**config.mk**
```make
export PLATFORM = sky130hd
export DESIGN_NAME = ofdm_symbol_cutter
export DESIGN_NICKNAME = d
export VERILOG_FILES = /design/src/rtl/osc_pkg.sv /design/src/rtl/ofdm_symbol_cutter.sv
export SDC_FILE = /design/constraint.sdc
export NUM_CORES = 1
export LEC_CHECK = 0
export ABC_AREA = 1
export CORE_AREA = 2 2 110 112
export DETAILED_ROUTE_END_ITERATION = 8
export DIE_AREA = 0 0 112 114
export DONT_BUFFER_PORTS = 1
export PLACE_DENSITY = 0.75
export SYNTH_ARGS = -nofsm -noshare
export SYNTH_HDL_FRONTEND = slang
export SYNTH_SLANG_ARGS = --single-unit
export TNS_END_PERCENT = 100
```
**constraint.sdc**
```tcl
create_clock -name clock -period 4.5 [get_ports clock]
set_input_delay 0.225 -clock clock [delete_from_list [all_inputs] [get_ports clock]]
set_output_delay 0.225 -clock clock [all_outputs]
set_load 0.01 [all_outputs]
```
**src/rtl/osc_pkg.sv**
```systemverilog
// osc_pkg: constants and types shared by the ofdm symbol cutter
// no dependencies

`default_nettype none

package osc_pkg;

   localparam int SampleWidth = 16;
   localparam int CountWidth  = 16;
   localparam int SymWidth    = 8;
   localparam int MarkerWidth = 8;
   localparam int CsrAddrWidth = 2;
   localparam int CsrDataWidth = 16;

   // register indexes on the csr port
   typedef enum logic [CsrAddrWidth-1:0] {
      CSR_SYMBOL_LENGTH     = 2'd0,
      CSR_GUARD_LENGTH      = 2'd1,
      CSR_SYMBOLS_PER_FRAME = 2'd2,
      CSR_START_OFFSET      = 2'd3
   } csr_addr_type;

   localparam logic [13:0] SymbolLengthReset    = 14'd2048;
   localparam logic [13:0] GuardLengthReset     = 14'd504;
   localparam logic [7:0]  SymbolsPerFrameReset = 8'd76;
   localparam logic [15:0] StartOffsetReset     = 16'd1;

   localparam logic [MarkerWidth-1:0] FrameMarker = 8'd1;

endpackage : osc_pkg

`default_nettype wire

```
**src/rtl/ofdm_symbol_cutter.sv**
```systemverilog
// ofdm_symbol_cutter: result word registered from the accepted input word,
// throughput one word per cycle, set by the single phase/counter update step
// and the output register, which frees itself whenever rsp_tready is high.
// synchronous active-high reset: phase back to waiting, counters cleared,
// registers to 2048 / 504 / 76 / 1, no result word pending.
// uses osc_pkg

`default_nettype none

module ofdm_symbol_cutter import osc_pkg::*; (
   input  wire logic                    clock,
   input  wire logic                    reset,
   // csr write port
   input  wire logic                    csr_we,
   input  wire logic [CsrAddrWidth-1:0] csr_addr,
   input  wire logic [CsrDataWidth-1:0] csr_wdata,
   // input samples
   input  wire logic                    req_tvalid,
   output      logic                    req_tready,
   input  wire logic [31:0]             req_tdata,   // sample_re [15:0], sample_im [31:16]
   input  wire logic [7:0]              req_tuser,   // start_marker [7:0]
   // passed symbol samples
   output      logic                    rsp_tvalid,
   input  wire logic                    rsp_tready,
   output      logic [31:0]             rsp_tdata,   // out_re [15:0], out_im [31:16]
   output      logic [0:0]              rsp_tuser    // frame_first [0]
);

   typedef enum logic [1:0] {
      PH_WAIT   = 2'd0,
      PH_OFFSET = 2'd1,
      PH_SYMBOL = 2'd2,
      PH_GUARD  = 2'd3
   } phase_type;

   phase_type             phase_ff, phase_in;
   logic [CountWidth-1:0] sample_count_ff, sample_count_in;
   logic [SymWidth-1:0]   symbol_count_ff, symbol_count_in;

   logic [13:0] symbol_length_ff;
   logic [13:0] guard_length_ff;
   logic [7:0]  symbols_per_frame_ff;
   logic [15:0] start_offset_ff;

   logic        rsp_valid_ff;
   logic [31:0] rsp_data_ff;
   logic        rsp_first_ff;

   logic        accept;
   logic        emit;
   logic        first;
   logic [CountWidth:0] count_p1;
   logic [CountWidth:0] count_p2;
   logic [SymWidth:0]   sym_p1;

   assign req_tready = !rsp_valid_ff || rsp_tready;
   assign accept     = req_tvalid && req_tready;
   assign rsp_tvalid = rsp_valid_ff;
   assign rsp_tdata  = rsp_data_ff;
   assign rsp_tuser  = rsp_first_ff;

   assign count_p1 = {1'b0, sample_count_ff} + (CountWidth+1)'(1);
   assign count_p2 = {1'b0, sample_count_ff} + (CountWidth+1)'(2);
   assign sym_p1   = {1'b0, symbol_count_ff} + (SymWidth+1)'(1);

   always_comb begin
      phase_in        = phase_ff;
      sample_count_in = sample_count_ff;
      symbol_count_in = symbol_count_ff;
      emit            = 1'b0;
      first           = 1'b0;
      unique case (phase_ff)
         PH_WAIT: begin
            if (req_tuser == FrameMarker) begin
               phase_in = PH_OFFSET;
            end
            sample_count_in = '0;
         end
         PH_OFFSET: begin
            if (count_p1 < {1'b0, start_offset_ff}) begin
               sample_count_in = count_p1[CountWidth-1:0];
            end else begin
               phase_in        = PH_SYMBOL;
               sample_count_in = '0;
            end
         end
         PH_SYMBOL: begin
            if (sample_count_ff < {2'b00, symbol_length_ff}) begin
               emit            = 1'b1;
               first           = (symbol_count_ff == '0) && (sample_count_ff == '0);
               sample_count_in = count_p1[CountWidth-1:0];
            end else begin
               // the word after the symbol is dropped; unless the frame ends, it counts as guard
               sample_count_in = '0;
               if (sym_p1 >= {1'b0, symbols_per_frame_ff}) begin
                  phase_in        = PH_WAIT;
                  symbol_count_in = '0;
               end else begin
                  phase_in        = PH_GUARD;
                  symbol_count_in = sym_p1[SymWidth-1:0];
               end
            end
         end
         PH_GUARD: begin
            if (count_p2 < {3'b000, guard_length_ff}) begin
               sample_count_in = count_p1[CountWidth-1:0];
            end else begin
               phase_in        = PH_SYMBOL;
               sample_count_in = '0;
            end
         end
         default: begin
            phase_in = PH_WAIT;
         end
      endcase
   end

   always_ff @(posedge clock) begin
      if (reset) begin
         phase_ff             <= PH_WAIT;
         sample_count_ff      <= '0;
         symbol_count_ff      <= '0;
         rsp_valid_ff         <= 1'b0;
         symbol_length_ff     <= SymbolLengthReset;
         guard_length_ff      <= GuardLengthReset;
         symbols_per_frame_ff <= SymbolsPerFrameReset;
         start_offset_ff      <= StartOffsetReset;
      end else begin
         if (csr_we) begin
            unique case (csr_addr_type'(csr_addr))
               CSR_SYMBOL_LENGTH:     symbol_length_ff     <= csr_wdata[13:0];
               CSR_GUARD_LENGTH:      guard_length_ff      <= csr_wdata[13:0];
               CSR_SYMBOLS_PER_FRAME: symbols_per_frame_ff <= csr_wdata[7:0];
               CSR_START_OFFSET:      start_offset_ff      <= csr_wdata[15:0];
               default: ;
            endcase
         end
         if (accept) begin
            phase_ff        <= phase_in;
            sample_count_ff <= sample_count_in;
            symbol_count_ff <= symbol_count_in;
            rsp_valid_ff    <= emit;
         end else if (rsp_tready) begin
            rsp_valid_ff    <= 1'b0;
         end
      end
      if (accept && emit) begin
         rsp_data_ff  <= req_tdata;
         rsp_first_ff <= first;
      end
   end

   // a stalled output must be what holds off the input
   assert property (@(posedge clock) disable iff (reset)
      !req_tready |-> rsp_tvalid)
      else $error("input stalled without a pending result word");

   // waiting clears the sample count
   assert property (@(posedge clock) disable iff (reset)
      (accept && phase_ff == PH_WAIT) |=> sample_count_ff == '0)
      else $error("sample count not cleared while waiting");

   // symbol count stays below the largest frame size
   assert property (@(posedge clock) disable iff (reset)
      symbol_count_ff != {SymWidth{1'b1}})
      else $error("symbol count out of range");

   // frame_first only on the first word of a frame
   assert property (@(posedge clock) disable iff (reset)
      (accept && emit && first) |=> sample_count_ff == CountWidth'(1)
         && symbol_count_ff == '0)
      else $error("frame_first word not at frame start");

endmodule : ofdm_symbol_cutter

`default_nettype wire
```
After elaboration in Yosys (flattened, before gate mapping)
Index checks and enable logic that the tools add are counted.
W data, S select, Z words.

cells by class
  reductions and logical operators = 17
  add/subtract/negate cells = 3
  bitwise logic cells = 1
  order comparisons = 4
  multiplexer cells = 15
  equality and inequality tests = 11

operators by type and width
  kind                     count
  $pmux W16 S4             1
  $mux W16                 3
  $add A16 B1 Y17 const B  1
  $add A16 B2 Y17 const B  1
  $lt A17 B14 Y1           1
  $lt A17 B16 Y1           1
  $logic_not A16 Y1        1
  $lt A16 B14 Y1           1
  $mux W2                  5
  $reduce_and A2 Y1        5
  $add A8 B1 Y9 const B    1
  $ge A9 B8 Y1             1
  $eq A2 B2 Y1 const B     4
  $eq A8 B1 Y1 const B     1
  $logic_not A8 Y1         1
  $mux W8                  1
  $ne A2 B2 Y1 const B     4
  $pmux W2 S4              1
  $reduce_and A5 Y1        1
  $eq A2 B1 Y1 const B     2
  $logic_not A2 Y1         2
  $mux W1                  4
  $logic_and A1 B1 Y1      3
  $reduce_and A3 Y1        1
  4 further kinds          4

word-level totals
  register bits = 112
  input port bits = 63
  logic and storage cells = 61
  output and inout port bits = 35

Depth between registers and ports, before layout
Gate-level depths: netlist of the first run.

  depth in word-level cells = 5
  depth in mapped cells = 19
  depth with buffers taken out = 18

Worst setup path after synthesis of the first run
Ideal clock, no wire load.

  kind = flip-flop to flip-flop
  start point = register sample_count_ff[5]
  end point = register rsp_data_ff[0], in the netlist rsp_tdata[0], enable pin
  clock period less this slack = 3,190 ps
  cell stages (with the launch flop) = 11
  path buffers = 0
  required time = 4,075 ps
  path slack = 1,310 ps
  setup time = 425 ps
  data arrival time = 2,765 ps
  cells stage by stage = dfxtp_1 -> ha_1 -> a21oi_1 -> nor2_1 -> nor3_1 -> nand2_1 -> nand2_1 -> nand2_1 -> nor2_1 -> inv_1 -> nor2_1

between the ends
  cells in the longest elaborated chain, start to end = 4

RTL lines
  item                    line                       source
  from (decl)             ofdm_symbol_cutter.sv:37   logic [CountWidth-1:0] sample_count_ff, sample_count_in;
  from (signal assigned)  ofdm_symbol_cutter.sv:140  sample_count_ff <= sample_count_in;
  $lt A16 B14 Y1          ofdm_symbol_cutter.sv:88   if (sample_count_ff < {2'b00, symbol_length_ff}) begin
  $mux W1                 ofdm_symbol_cutter.sv:88
  $mux W1                 ofdm_symbol_cutter.sv:72   unique case (phase_ff)
  $logic_and A1 B1 Y1     ofdm_symbol_cutter.sv:147  if (accept && emit) begin
  to (signal assigned)    ofdm_symbol_cutter.sv:148  rsp_data_ff <= req_tdata;
  to (decl)               ofdm_symbol_cutter.sv:46   logic [31:0] rsp_data_ff;

No other way between the ends.
A chain may end at the register's enable or synchronous reset.

Final worst setup path of the first run
  start point = register sample_count_ff[2]
  end point = register sample_count_ff[3]

between the ends
  cells in the longest elaborated chain, start to end = 4
  elaborated cells between the ends (all ways) = 9
  classes of those cells = 2 x add/sub; 3 x order compare; 4 x mux

RTL lines
  item                                                       line
  $add A16 B2 Y17 / $add A16 B1 Y17 (equally long branches)  ofdm_symbol_cutter.sv:63, ofdm_symbol_cutter.sv:62
  $lt A17 B14 Y1 / $lt A17 B16 Y1 (equally long branches)    ofdm_symbol_cutter.sv:105, ofdm_symbol_cutter.sv:80
  $mux W16, on equally long branches                         ofdm_symbol_cutter.sv:105, ofdm_symbol_cutter.sv:80
  $pmux W16 S4 *                                             ofdm_symbol_cutter.sv:72

Mark *: on every way between the ends. The rest lies on a longest branch, timed or not.

==> results of run 1 <==
==> power by group through the flow <==
| stage | Sequential, mW | Combinational (mW) | Clock [mW] |
|---|---|---|---|
| 2_1_floorplan | 1.11 | 0.135 | 0 |
| 3_3_place_gp | 1.11 | 0.152 | 0 |
| 3_5_place_dp | 1.12 | 0.159 | 0 |
| 4_1_cts | 1.09 | 0.195 | 0.880 |
| 5_1_grt | 1.10 | 0.222 | 0.921 |
| 6_report | 1.09 | 0.196 | 0.868 |
==> layout make-up <==
class | instances | share of cell area (%)
multi-input cells | 486 | 42.2
flip-flops and latches | 112 | 37.5
well taps | 147 | 2.68
inverters | 120 | 6.57
clock inverters | 7 | 1.57
clock buffers | 9 | 3.28
repair buffers | 43 | 6.20
==> state kept, by name, summed over array words and instances, names as in the netlist <==
signal                cells
symbol_count_ff           8
phase_ff                  2
symbol_length_ff         14
rsp_tdata                32
rsp_tvalid                1
guard_length_ff          14
symbols_per_frame_ff      8
rsp_tuser                 1
sample_count_ff          16
start_offset_ff          16
==> placed cells by master (no fill, tap or decap), types with 3 or more instances in the layout <==
cell type and n:
dfxtp_1 79, a21oi_2 11, xor2_1 23, nand4_1 14, clkbuf_16 9, nand3_1 17, nor4_1 4, o21a_1 3
edfxtp_1 33, a22oi_1 6, o211ai_1 11, o21ai_0 54, inv_1 120, ha_1 54, nor2_1 65, nand2_1 113
nor2_2 4, dlygate4sd3_1 41, a21oi_1 70, nand2_2 12, nor3_1 12
==> per-stage QoR <==
stage | cells | hold WS [ps]
CTS | 924 | 7.25
detailed placement | 867 | 295
global placement | 867 | 293
global route | 924 | 14.7
finish | 924 | 12.5
floorplan | 740 | 294
==> routing by layer <==
layer | part of all wire [%] | vias to the layer above | wire, µm | track usage (%)
met1 | 44 | 2313 | 6600 | 31.6
met4 | 2.5 | 0 | 371 | 9.19
met2 | 46 | 231 | 6880 | 38.5
met5 | 0 | - | 0 | 0
li1 | - | 2501 | - | -
met3 | 7.9 | 34 | 1180 | 6.59
==> final timing paths <==
check | from | end | slack [ps] | depth (start not counted)
setup / recovery | sample_count_ff[2] | sample_count_ff[3] | 930 | 17
hold / removal | csr_wdata[8] | guard_length_ff[8] | 10 | 2
setup reg to reg | sample_count_ff[2] | sample_count_ff[3] | 930 | 17
hold reg to reg | start_offset_ff[7] | start_offset_ff[7] | 460 | 2
==> cell families after synthesis <==
kind of cell / count (synthesis) / share of synthesized area, %
flops: 112 / 42.8
compound gates: 157 / 14.6
simple gates: 251 / 18.7
xor+xnor: 24 / 3.49
fa+ha+maj: 54 / 11.2
buf+inv: 142 / 9.23
==> metrics.md, run 1 <==
| Metric | Value |
|---|---|
| Top delay family on crit path | `simple AND/OR/NAND/NOR gates` |
| Filler cells | `just over 1,000` |
| Maximum VDD drop | `0.308 mV` |
| Die footprint | `approximately 13,000 µm²` |
| Post-synthesis cell area | `6020 µm²` |
| Initial Util | `between 50% and 60%` |
| Post-Synthesis Cells | `740` |
| GRT Util Overall | `roughly 24%` |
| P_sw | `around 550 µW` |
| Number of port buffers | `0` |
| Max FO, Critical Path | `16` |
| Pin count of the biggest net entering global routing | `between 50 and 60` |
| WL final | `between 15,000 and 20,000 µm` |
| Post-DR vias/cell | `5.50` |
| Syn Area/Cell | `between 8 and 9 µm²` |
| Synth Flop Type | `dfxtp_1` |
| Setup CP Type | `reg2reg` |
| Routed length per instance | `around 16 µm` |
| Slowest cell delay on critical path | `590 ps` |
| Most frequent CP cell | `nand2_1` |
| Area Growth Syn to Fin | `14.0%` |
| Global-route wire length before repair | `24,400 µm` |
| Drt drc | `0` |
| Mapped Nets | `857` |
| H-tree Lvls | `3` |
| Worst slew pin tran | `just over 1000 ps` |
| Area of the multi-input gates | `~2900 µm²` |
| Inserted Clock Buffers | `9` |
| EDFF count, synth | `33` |
| Yosys top cell area share | `approximately a quarter` |
| RSZ-0062 raised after global routing | `no` |
| Worst Setup Start Kind | `flip-flop` |
| Number of global-route vias before repair | `a little under 5,000` |
| HPWL after detailed placement | `approximately 11,000 µm` |
| Netlist cell types | `35` |
| Placed inst area | `~6100 µm²` |
| Pins Over Slew Limit | `0` |
| Setup Skew | `8.36 ps` |
| Final GP Congestion | `1.01` |
| Pleak | `approximately 2.9 nW` |
| Maximum clock rate | `0.280 GHz` |
| ANT cells | `0` |
| CP Cell Sequence | `ha_1 -> nand2_1 -> nor2_1 -> nand2_1 -> xor2_1 -> o21ai_0 -> inv_1 -> ha_1 -> nand2_1 -> nor2_1 -> nand4_1 -> inv_1 -> nand3_1 -> nand3_2 -> nand2_4 -> nand2_1 -> a21oi_1` |
| Worst setup EP type | `flip-flop` |
| Die width | `~110 µm` |
| Clock share of power | `40.3%` |
| Design area | `around 6900 µm²` |
| Gate power share | `roughly 9%` |
| DIE HEIGHT | `~110 µm` |
| Final Critical Period | `roughly 3600 ps` |
| Worst-Skew Late Latency | `360 ps` |
| Register area | `approximately 2600 µm²` |
| CTS root buf | `clkbuf_16` |
| Synth Register Bits | `between 100 and 150` |
| Rows | `40` |
| DR vias | `~5,100` |
| Crit path buf inv count | `2` |
| Slew HR | `between 30% and 40%` |
| Area leader, netlist | `dfxtp_1` |
| CTS max path bufs | `2` |
| Fin crit share | `79.3%` |
| Critical Path AT | `~3800 ps` |
| Cts hold-fix bufs | `just over 40` |
| Nets | `between 800 and 900` |
| Design Power | `2.16 mW` |
| Initial antenna violation count | `0` |
| Top cells by area, synth | `dfxtp_1, edfxtp_1, ha_1` |
| Sequential area share after synthesis | `42.8%` |
| P_int | `about 1.6 mW` |
| HP Class | `in2reg` |
| P per Cell Area | `between 300 and 400 nW/µm²` |
| Pre-CTS WS | `approximately 1100 ps` |
| Final-report setup violation count | `0` |
| DRT iter0 DRCs | `between 300 and 400` |
| Clock tree from TritonCTS | `yes` |
| Post-route setup slack | `930 ps` |
| Core region area | `about 12,000 µm²` |
| Drt first pass iters | `5` |
| Setup TNS | `0 ps` |
| Cts repair resizes | `0` |
| Layout cell share with drive strength beyond 1 | `6.56%` |
| Seq pwr share | `between 50 and 60%` |
| Routed Antenna Nets | `0` |
| Core Util, Final | `approximately 59%` |
| Fraction of registers with async set/reset | `0%` |
| CTS sink cnt | `112` |
| WP data required | `~4700 ps` |
| Grt total ovfl | `0` |
| Max-Cap Viols | `0` |
| Post-synth top cells | `inv_1, nand2_1, dfxtp_1` |
| Outcome | `finished clean` |
| Final Hold Fails | `0` |
| Post-CTS Setup Inserts | `0` |
| Io pins | `98` |
| Switching part of the total | `around 26%` |
| Clk pin slew, worst setup/hold paths | `roughly 80 ps` |
| Critical path's slowest cell | `dfxtp_1` |
| Most frequent cell after synthesis | `inv_1` |
| Synth Warn # | `0` |
Note: power is estimated with default switching activity, not from simulation.
==> run 2: changes to the inputs <==
- clock period: 4.5 -> 3.3 ns (I/O delays scaled with it)
==> run 2 against run 1 <==
The flow now finishes with violations (negative hold slack). Count of clock-buffer cells in the layout stayed put. Global-route usage is 0.080 points higher. Flip-flop and latch count stayed put. Worst hold slack worse by 13 ps. Clock skew is 1.1 ps higher. Combinational power is 45% higher. Via count is 0.75% higher. Largest power group unchanged.
==> metrics.md, run 2 (synthesized netlist as in run 1, its figures left out) <==
| Metric | Value |
|---|---|
| Die footprint | `12,800 µm²` |
| Worst setup EP type | `flip-flop` |
| DRT iter0 DRCs | `just over 400` |
| HPWL after detailed placement | `11,200 µm` |
| Die width | `about 110 µm` |
| Area of the multi-input gates | `around 3000 µm²` |
| Final Hold Fails | `1` |
| Rows | `40` |
| Routed Antenna Nets | `0` |
| Worst Setup Start Kind | `flip-flop` |
| CTS max path bufs | `2` |
| Largest register FFs | `32` |
| Worst slew pin tran | `1090 ps` |
| Maximum VDD drop | `0.372 mV` |
| Number of global-route vias before repair | `around 4,800` |
| Pleak | `approximately 3 nW` |
| Max-Cap Viols | `0` |
| Register area | `around 2600 µm²` |
| Global-route wire length before repair | `between 20,000 and 25,000 µm` |
| Drt drc | `0` |
| Filler cells | `approximately 1,000` |
| Commonest cells after routing, fill and taps aside | `inv_1, nand2_1, dfxtp_1` |
| Design Power | `~2.9 mW` |
| Setup TNS | `0 ps` |
| Reg-to-reg critical path startpoint | `sample_count_ff[5]` |
| Pins Over Slew Limit | `0` |
| Number of port buffers | `0` |
| GRT Util Overall | `24.2%` |
| HP Class | `in2reg` |
| Leading cell type in the layout, fill and taps excluded | `inv_1` |
| CTS root buf | `clkbuf_16` |
| Final Critical Period | `approximately 3100 ps` |
| Clk pin slew, worst setup/hold paths | `80 ps` |
| Initial Util | `roughly 51%` |
| Placed inst area | `about 6000 µm²` |
| Critical Path AT | `~3300 ps` |
| DR vias | `between 5,000 and 6,000` |
| Final GP Congestion | `0.943` |
| Worst Setup SP | `sample_count_ff[5]` |
| Initial antenna violation count | `0` |
| Setup Skew | `between 9 and 10 ps` |
| WP data required | `approximately 3500 ps` |
| Core region area | `roughly 12,000 µm²` |
| RSZ-0062 raised after global routing | `no` |
| Worst-Skew Late Latency | `370 ps` |
| Clock tree from TritonCTS | `yes` |
| Grt total ovfl | `0` |
| Setup CP Type | `reg2reg` |
| DIE HEIGHT | `~110 µm` |
| Design area | `between 6000 and 7000 µm²` |
| Pin count of the biggest net entering global routing | `between 50 and 60` |
| Outcome | `finished with violations` |
| Area Growth Syn to Fin | `15.5%` |
| Inserted Clock Buffers | `9` |
| Io pins | `98` |
| Routed length per instance | `16.4 µm` |
| H-tree Lvls | `3` |
| Nets | `between 800 and 900` |
| Layout cell share with drive strength beyond 1 | `under 10%` |
| Max FO, Critical Path | `16` |
| Maximum clock rate | `around 0.32 GHz` |
| CTS sink cnt | `112` |
| Failing checks | `negative hold slack` |
| Drt first pass iters | `5` |
| P per Cell Area | `about 420 nW/µm²` |
| Post-CTS Setup Inserts | `0` |
| Hold Slack | `-0.411 ps` |
| Slew HR | `a little over a quarter` |
| ANT cells | `0` |
| Hold Crit Start | `csr_wdata[10]` |
| Final-report setup violation count | `0` |
| Post-DR vias/cell | `5.48` |
| Fin crit share | `between 90% and 100%` |
| WL final | `~15,000 µm` |
-- run 2: changes by cell type in the layout (fill, tap and decap cells not counted), sizes merged --
cell / before / now
bufinv: 1 / 0
inv: 123 / 124
buf: 2 / 6
dlygate4sd3: 41 / 46
-- run 2: power by group --
group	switching, mW	total, mW	leakage (nW)	internal [mW]
combinational	0.180	0.285	1.89	0.105
sequential	0.0228	1.49	0.943	1.47
clock	0.578	1.13	0.153	0.551
-- run 2: cell type report --
type	count	area share, %
clock buffer	9	3.24
clock inverter	7	1.28
inverter	120	6.48
multi-input combinational	486	42.0
sequential	112	37.1
tap	147	2.65
timing repair buffer	52	7.28
-- run 2: per-layer routing --
metal  wire, µm  up-vias  GRT usage (%)
met5          0        -              0
met4        395        0           9.27
met3       1210       35           5.95
met2       7090      232           38.7
met1       6620     2334           32.1
li1           -     2516              -
-- run 2: worst max-delay path, cell delays in order, from the launching register on --
cell and delay (ps):
dfxtp_1 540, nand2_2 190, nor2_2 270, nand2_1 130, nor2_1 140, xor2_1 190
inv_1 80, ha_1 300, inv_1 60, o31a_1 280, nand2_1 60, nand2_1 120
a21oi_4 260, nand2_8 160, nand2_1 100, a21oi_1 60
-- run 2: repair_timing --
action / CTS / global route
resized for setup: 0 / 7
endpoints found under the hold margin: 80 / 0
hold buffers: 46 / 0
setup endpoints to repair: 0 / 18
-- run 2: worst paths after layout --
path,slack [ps],end,cells past startpoint
worst max-delay path,190,sample_count_ff[3],15
worst min-delay path,-0.4,start_offset_ff[10],2
worst max register to register,190,sample_count_ff[3],15
worst min register to register,460,symbol_length_ff[1],2
-- run 2: metrics by stage --
| stage | instances | util (%) | worst slack, ps | hold WS, ps |
|---|---|---|---|---|
| detailed placement | 871 | 52.5 | 172 | 239 |
| floorplan | 740 | - | 110 | 234 |
| global route | 933 | 59.3 | 28.6 | 0.773 |
| CTS | 933 | 59.1 | 121 | 0.130 |
| global placement | 871 | 52.5 | 331 | 235 |
| finish | 933 | 59.3 | 193 | -0.411 |
